<file path="src/rtl/core/bap_pkg.sv">
package bap_pkg;

   localparam logic [2:0] CMD_ABCD = 3'd0;
   localparam logic [2:0] CMD_SBCD = 3'd1;
   localparam logic [2:0] CMD_NBCD = 3'd2;
   localparam logic [2:0] CMD_PACK = 3'd3;
   localparam logic [2:0] CMD_UNPK = 3'd4;

   typedef struct packed {
      logic [2:0]  cmd;
      logic [15:0] operand_a;
      logic [7:0]  operand_b;
      logic [15:0] adjust;
      logic        x_in;
      logic        z_in;
   } req_type;

   typedef struct packed {
      logic [15:0] result;
      logic        x_out;
      logic        carry_out;
      logic        z_out;
      logic        flags_changed;
   } rsp_type;

   // decimal value of a byte, digits 10..15 at face value (0..165)
   function automatic logic [7:0] dec_of(input logic [7:0] b);
      logic [7:0] hi;
      hi = {4'd0, b[7:4]};
      return 8'((hi << 3) + (hi << 1) + {4'd0, b[3:0]});
   endfunction

   // 0..99 to two BCD digits; tens by reciprocal multiply
   function automatic logic [7:0] enc_bcd(input logic [6:0] r);
      logic [14:0] prod;
      logic [3:0]  tens;
      logic [6:0]  tens_x10;
      logic [6:0]  ones;
      prod     = 15'({8'd0, r} * 15'd205);
      tens     = prod[14:11];
      tens_x10 = 7'(({3'd0, tens} << 3) + ({3'd0, tens} << 1));
      ones     = 7'(r - tens_x10);
      return {tens, ones[3:0]};
   endfunction

endpackage

</file>
<file path="src/rtl/core/bap_core.sv">
module bap_core
   import bap_pkg::*;
(
   input  req_type item_in,
   output rsp_type item_out
);

   logic [7:0]        dec_a;
   logic [7:0]        dec_b;
   logic signed [9:0] d;
   logic signed [9:0] r_wide;
   logic [6:0]        r;
   logic [7:0]        bcd;
   logic              carry;
   logic [15:0]       pack_sum;
   logic [15:0]       unpk_sum;

   assign dec_a = dec_of(item_in.operand_a[7:0]);
   assign dec_b = dec_of(item_in.operand_b);

   always_comb begin
      unique case (item_in.cmd)
         CMD_ABCD: begin
            d = $signed({2'b00, dec_a}) + $signed({2'b00, dec_b})
                + $signed({9'd0, item_in.x_in});
            carry = (d >= 10'sd100);
         end
         CMD_SBCD: begin
            d = $signed({2'b00, dec_a}) - $signed({2'b00, dec_b})
                - $signed({9'd0, item_in.x_in});
            carry = (d < 10'sd0);
         end
         CMD_NBCD: begin
            d = 10'sd100 - $signed({2'b00, dec_a}) - $signed({9'd0, item_in.x_in});
            carry = (d != 10'sd100);
         end
         default: begin
            d     = 10'sd0;
            carry = 1'b0;
         end
      endcase
   end

   // wrap -166..331 into 0..99
   always_comb begin
      priority if (d >= 10'sd300) begin
         r_wide = d - 10'sd300;
      end else if (d >= 10'sd200) begin
         r_wide = d - 10'sd200;
      end else if (d >= 10'sd100) begin
         r_wide = d - 10'sd100;
      end else if (d >= 10'sd0) begin
         r_wide = d;
      end else if (d >= -10'sd100) begin
         r_wide = d + 10'sd100;
      end else begin
         r_wide = d + 10'sd200;
      end
   end

   assign r   = r_wide[6:0];
   assign bcd = enc_bcd(r);

   assign pack_sum = item_in.operand_a + item_in.adjust;
   assign unpk_sum = {4'd0, item_in.operand_a[7:4], 4'd0, item_in.operand_a[3:0]}
                     + item_in.adjust;

   always_comb begin
      item_out.result        = 16'd0;
      item_out.x_out         = item_in.x_in;
      item_out.carry_out     = 1'b0;
      item_out.z_out         = item_in.z_in;
      item_out.flags_changed = 1'b0;
      unique case (item_in.cmd)
         CMD_ABCD, CMD_SBCD, CMD_NBCD: begin
            item_out.result        = {8'd0, bcd};
            item_out.x_out         = carry;
            item_out.carry_out     = carry;
            item_out.z_out         = (bcd == 8'd0) ? item_in.z_in : 1'b0;
            item_out.flags_changed = 1'b1;
         end
         CMD_PACK: begin
            item_out.result = {8'd0, pack_sum[11:8], pack_sum[3:0]};
         end
         CMD_UNPK: begin
            item_out.result = unpk_sum;
         end
         default: begin
            item_out.result = 16'd0;
         end
      endcase
   end

endmodule

</file>
<file path="src/rtl/core/bcd_arith_pack_unit.sv">
// Channel  Ports                           Direction  Carries
// req      req_valid req_ready req_item     in         operation, operands, X and Z
// rsp      rsp_valid rsp_ready rsp_item     out        value and new flags
//
// One item per cycle unless rsp stalls; rsp_valid rises once the result register loads.
// Input register, one pass of decimal logic, result register.
// Synchronous reset clears both valid bits; payload registers are not reset.
// A stalled rsp holds its item; the input stage keeps accepting while a free slot remains.
module bcd_arith_pack_unit
   import bap_pkg::*;
(
   input  logic    clock,
   input  logic    reset,
   input  logic    req_valid,
   output logic    req_ready,
   input  req_type req_item,
   output logic    rsp_valid,
   input  logic    rsp_ready,
   output rsp_type rsp_item
);

   logic    in_valid_ff;
   logic    in_valid_in;
   req_type in_item_ff;
   logic    out_valid_ff;
   logic    out_valid_in;
   rsp_type out_item_ff;
   rsp_type calc;
   logic    out_load;
   logic    in_load;

   bap_core u_core (
      .item_in  (in_item_ff),
      .item_out (calc)
   );

   assign out_load  = !out_valid_ff || rsp_ready;
   assign req_ready = !in_valid_ff || out_load;
   assign in_load   = req_valid && req_ready;

   assign in_valid_in  = in_load ? 1'b1 : (in_valid_ff && !out_load);
   assign out_valid_in = out_load ? in_valid_ff : out_valid_ff;

   always_ff @(posedge clock) begin
      if (reset) begin
         in_valid_ff  <= 1'b0;
         out_valid_ff <= 1'b0;
      end else begin
         in_valid_ff  <= in_valid_in;
         out_valid_ff <= out_valid_in;
      end
   end

   always_ff @(posedge clock) begin
      if (in_load) begin
         in_item_ff <= req_item;
      end
      if (out_load && in_valid_ff) begin
         out_item_ff <= calc;
      end
   end

   assign rsp_valid = out_valid_ff;
   assign rsp_item  = out_item_ff;

endmodule

</file>
<file path="config.mk">
export PLATFORM = sky130hd
export DESIGN_NAME = bcd_arith_pack_unit
export DESIGN_NICKNAME = d
export VERILOG_FILES = /design/src/rtl/core/bap_pkg.sv /design/src/rtl/core/bap_core.sv /design/src/rtl/core/bcd_arith_pack_unit.sv
export SDC_FILE = /design/constraint.sdc
export NUM_CORES = 1
export LEC_CHECK = 0
export ABC_AREA = 1
export BUFFER_PORTS_ARGS = -buffer_cell sky130_fd_sc_hd__buf_2
export CORE_MARGIN = 3
export CORE_UTILIZATION = 45
export CTS_CLUSTER_SIZE = 40
export DETAILED_ROUTE_END_ITERATION = 6
export GPL_TIMING_DRIVEN = 0
export PLACE_DENSITY = 0.66
export SLEW_MARGIN = 20
export SYNTH_ARGS = -nofsm -noshare
export SYNTH_HDL_FRONTEND = slang
export SYNTH_HIERARCHICAL = 1
export SYNTH_SLANG_ARGS = --single-unit
</file>
<file path="constraint.sdc">
create_clock -name clock -period 8.3 [get_ports clock]
set_input_delay 0.415 -clock clock [delete_from_list [all_inputs] [get_ports clock]]
set_output_delay 0.415 -clock clock [all_outputs]
set_load 0.02 [all_outputs]
</file>
---- After elaboration in Yosys (flattened, before gate mapping) ----
Index checks and enable logic that the tools add are counted.
word-level totals
  logic and storage cells ................. 67
  output and inout port bits .............. 22
  input port bits ......................... 49
  flip-flop bits (word level) ............. 63
cells by class
  reductions and logical operators ........ 11
  mux-type cells .......................... 11
  equality and inequality tests ........... 5
  $lt $le $gt $ge ......................... 7
  multiply operators ...................... 1
  $add $sub $neg .......................... 19
operators by type and width
  operator                                                                       number
  16-bit case mux with 3 select lines                                            1
  7-bit 2-to-1 mux                                                               5
  10-bit by 8-bit >= comparator with 1-bit output, second input constant         3
  10-bit case mux with 3 select lines                                            1
  10-bit by 2-bit subtractor with 10-bit output                                  2
  12-bit by 16-bit adder with 16-bit output                                      1
  7-bit by 5-bit adder with 8-bit output                                         2
  8-bit by 4-bit adder with 8-bit output                                         2
  7-bit by 8-bit multiplier with 15-bit output, second input constant            1
  7-bit subtractor, second input constant                                        2
  12-bit adder                                                                   1
  10-bit by 2-bit adder with 10-bit output                                       1
  10-bit by 1-bit >= comparator with 1-bit output, second input constant         1
  10-bit >= comparator, second input constant                                    1
  10-bit by 9-bit >= comparator with 1-bit output, second input constant         1
  10-bit by 1-bit less-than comparator with 1-bit output, second input constant  1
  10-bit by 8-bit inequality test with 1-bit output, second input constant       1
  8-bit by 8-bit adder with 9-bit output                                         1
  7-bit by 8-bit subtractor with 9-bit output, first input constant              1
  8-bit by 8-bit subtractor with 9-bit output                                    1
  8-bit zero test                                                                1
  7-bit by 6-bit adder with 7-bit output, second input constant                  1
  7-bit adder, second input constant                                             1
  7-bit by 6-bit subtractor with 7-bit output, second input constant             1
  13 further kinds                                                               20

---- Logic depth before layout (Yosys ltp) ----
  depth in word-level cells ............... 17
  mapped depth ............................ 58
  depth with buffers taken out ............ 58

---- Cells and area by module ----
Netlist, hierarchy kept.
by module, submodules not included
  module               times used  cells an instance  area an instance (µm²)  seq. area each (µm²)
  bap_core             1           738                4684.5                  0.0
  bcd_arith_pack_unit  1           77                 2043.2                  1991.9

---- Worst setup path before layout ----
OpenSTA, ideal clock, no wires.
  path type ............................... register to register
  from .................................... register in_item_ff[30] (netlist bit)
  to ...................................... register out_item_ff, in the netlist rsp_item[1] (data pin)
  setup time .............................. 274 ps
  path buffers ............................ 1
  required time ........................... 8026 ps
  arrival time ............................ 7868 ps
  path slack .............................. 158 ps
  cell stages (with the launch flop) ...... 50
  clock period less this slack ............ 8142 ps
  cell sequence ........................... edfxtp_1 -> inv_1 -> fa_1 -> fa_1 -> inv_2 -> ha_1 -> buf_6 -> inv_2 -> nand2_1 -> nand2_2 -> inv_1 -> o21ai_0 -> a21oi_1 -> nor2_2 -> inv_1 -> ha_1 -> nor2_1 -> nor2_1 -> [14 not listed] -> ha_1 -> inv_1 -> nor2_1 -> inv_1 -> or2_2 -> o21ai_1 -> xor2_1 -> inv_1 -> ha_1 -> nand3b_1 -> nand2_1 -> nand3_1 -> nand2_1 -> inv_1 -> nand3_1 -> nand2_1 -> nand2_1 -> a21oi_2
RTL lines
  item                    line                       RTL
  from (decl)             bcd_arith_pack_unit.sv:24  req_type in_item_ff;
  from (signal assigned)  bcd_arith_pack_unit.sv:56  in_item_ff <= req_item;
  to (signal assigned)    bcd_arith_pack_unit.sv:59  out_item_ff <= calc;
  to (decl)               bcd_arith_pack_unit.sv:27  rsp_type out_item_ff;

==> impl_metrics.env <==
export IMPL_status="complete, no violations"
export IMPL_cts_sinks=63
export IMPL_cts_clk_slew_worst_paths_ns=0.06
export IMPL_worstSetupStartpointType="flop"
export IMPL_routedWlPerCell_um=13.9
export IMPL_synth_nets=970
export IMPL_via_per_inst=5.18
export IMPL_syn_inst=811
export IMPL_dp_hpwl_um=11800
export IMPL_gp_congestion=0.913
export IMPL_cpMaxStageDelayCell="fa_1"
export IMPL_dieArea_mm2=0.0162
export IMPL_cts_hold_buf=0
export IMPL_final_antenna_net_count=0
export IMPL_crit_path_max_incr_delay_ns=0.57
export IMPL_relSlewSlack_pct=48.3
export IMPL_die_x_um=127
export IMPL_antenna_found_initial=0
export IMPL_crit_fanout=9
export IMPL_final_nets=1114
export IMPL_fmax_mhz=122
export IMPL_numCtsBuffers=9
export IMPL_syn2layout_area_growth_pct=29.6
export IMPL_drtIter0Drc=366
export IMPL_fin_tns_setup_ns=0
export IMPL_htreeDepth=3
export IMPL_wirelength_um=15900
export IMPL_grt_ovfl_total=0
export IMPL_num_vias=5904
export IMPL_yosysWarnings=6
export IMPL_finClkSkew_ns=0.0104
export IMPL_setup_viol_count_final=0
export IMPL_fillers=1220
export IMPL_firstDrtPassIters=4
export IMPL_slew_viol_final=0
export IMPL_critPathCaptureType="flop"
export IMPL_crit_required_ns=8.36
export IMPL_ios=71
export IMPL_finalHoldViolCount=0
export IMPL_cts_tree="done"
export IMPL_fin_crit_ns=8.17
export IMPL_crit_type="flop to flop"
export IMPL_drc=0
export IMPL_tightest_slew_ns=0.776
export IMPL_synth_area_mm2=0.00661
export IMPL_fin_crit_sh_pct=98.4
export IMPL_grt_pass1_vias=5546
export IMPL_n_antenna_cell=0
export IMPL_drive_gt1_share_pct=34.3
export IMPL_io_buffers=66
export IMPL_die_h_um=127
export IMPL_grt_usage_pct=19.1
export IMPL_core_mm2=0.0141
export IMPL_insertion_delay_ns=0.33
export IMPL_initial_core_util_pct=46.9
export IMPL_grt_pass1_wl_um=25400
export IMPL_hold_path_class="input pin to flop"
export IMPL_critical_path_arrival_ns=8.23
export IMPL_max_cap_viol_count=0
export IMPL_rsz0062_at_grt="yes"
export IMPL_std_cell_rows=43
export IMPL_grt_max_degree=37
export IMPL_cts_root_buf="clkbuf_16"
export IMPL_cts_buffer_depth=2
export IMPL_syn_avg_cell_area_um2=8.15
## what timing repair did
action | 4_1_cts | 5_1_grt
buffers inserted | 36 | 30
gates cloned | 0 | 0
pin swaps | 42 | 67
resized for setup | 48 | 84
endpoints found under the setup margin | 4 | 6
## worst max-delay path: cells and delay by family, from the launching register on
| family | cells | cell delay [ns] |
|---|---|---|
| simple gates | 22 | 2.38 |
| fa+ha+maj | 9 | 2.96 |
| buf+inv | 9 | 0.85 |
| xor+xnor | 2 | 0.35 |
| compound gates | 7 | 0.95 |
| flops | 1 | 0.39 |
## layout by cell type (no fill, tap or decap), types with 16 or more instances in the layout
cell	count
ha_1	73
nand3_1	45
inv_2	21
nand3_2	18
inv_1	109
o21ai_0	18
nand2_2	31
nor2_1	50
edfxtp_1	61
a21oi_1	33
buf_4	63
ha_4	16
buf_2	66
nand2_1	145
## metrics by stage
stage	instances	hold WS, ns	instance area, µm²	util (%)	worst slack (ns)
CTS	1111	0.247	7990	56.6	0.000446
detailed placement	1059	0.497	7200	51.1	-0.781
global route	1140	0.242	8560	60.7	-0.320
global placement	1057	0.477	7160	50.8	-0.810
floorplan	811	0.457	6610	-	0.158
finish	1140	0.258	8560	60.7	0.131
## flip-flops by register name (all words and copies together), names as in the netlist
| register | count |
|---|---|
| rsp_valid | 1 |
| in_item_ff | 41 |
| in_valid_ff | 1 |
| rsp_item | 20 |
## layer usage
metal | part of all wire, % | GRT usage, % | up-vias
li1 | - | - | 2990
met1 | 45 | 25.9 | 2738
met2 | 49 | 32.4 | 149
met3 | 3.7 | 2.22 | 27
met4 | 2.0 | 4.86 | 0
met5 | 0 | 0 | -
## final cells by class
class | count | area (µm²) | share of cell area, %
sequential | 63 | 1870 | 21.9
multi-input combinational | 603 | 4700 | 54.9
clock buffer | 9 | 225 | 2.63
timing repair buffer | 134 | 872 | 10.2
inverter | 140 | 552 | 6.44
clock inverter | 7 | 80.1 | 0.935
tap | 180 | 225 | 2.63
buffer | 4 | 37.5 | 0.438
## final timing paths
kind,start,endpoint,slack [ns],depth (start not counted)
max,in_item_ff[21],rsp_item[1],0.13,49
min,req_item[16],in_item_ff[16],0.26,1
max reg2reg,in_item_ff[21],rsp_item[1],0.13,49
min reg2reg,in_valid_ff,in_valid_ff,0.50,2
Power is not shown: default switching activity piles up to over one toggle a cycle in this logic, so the estimate is an artifact.
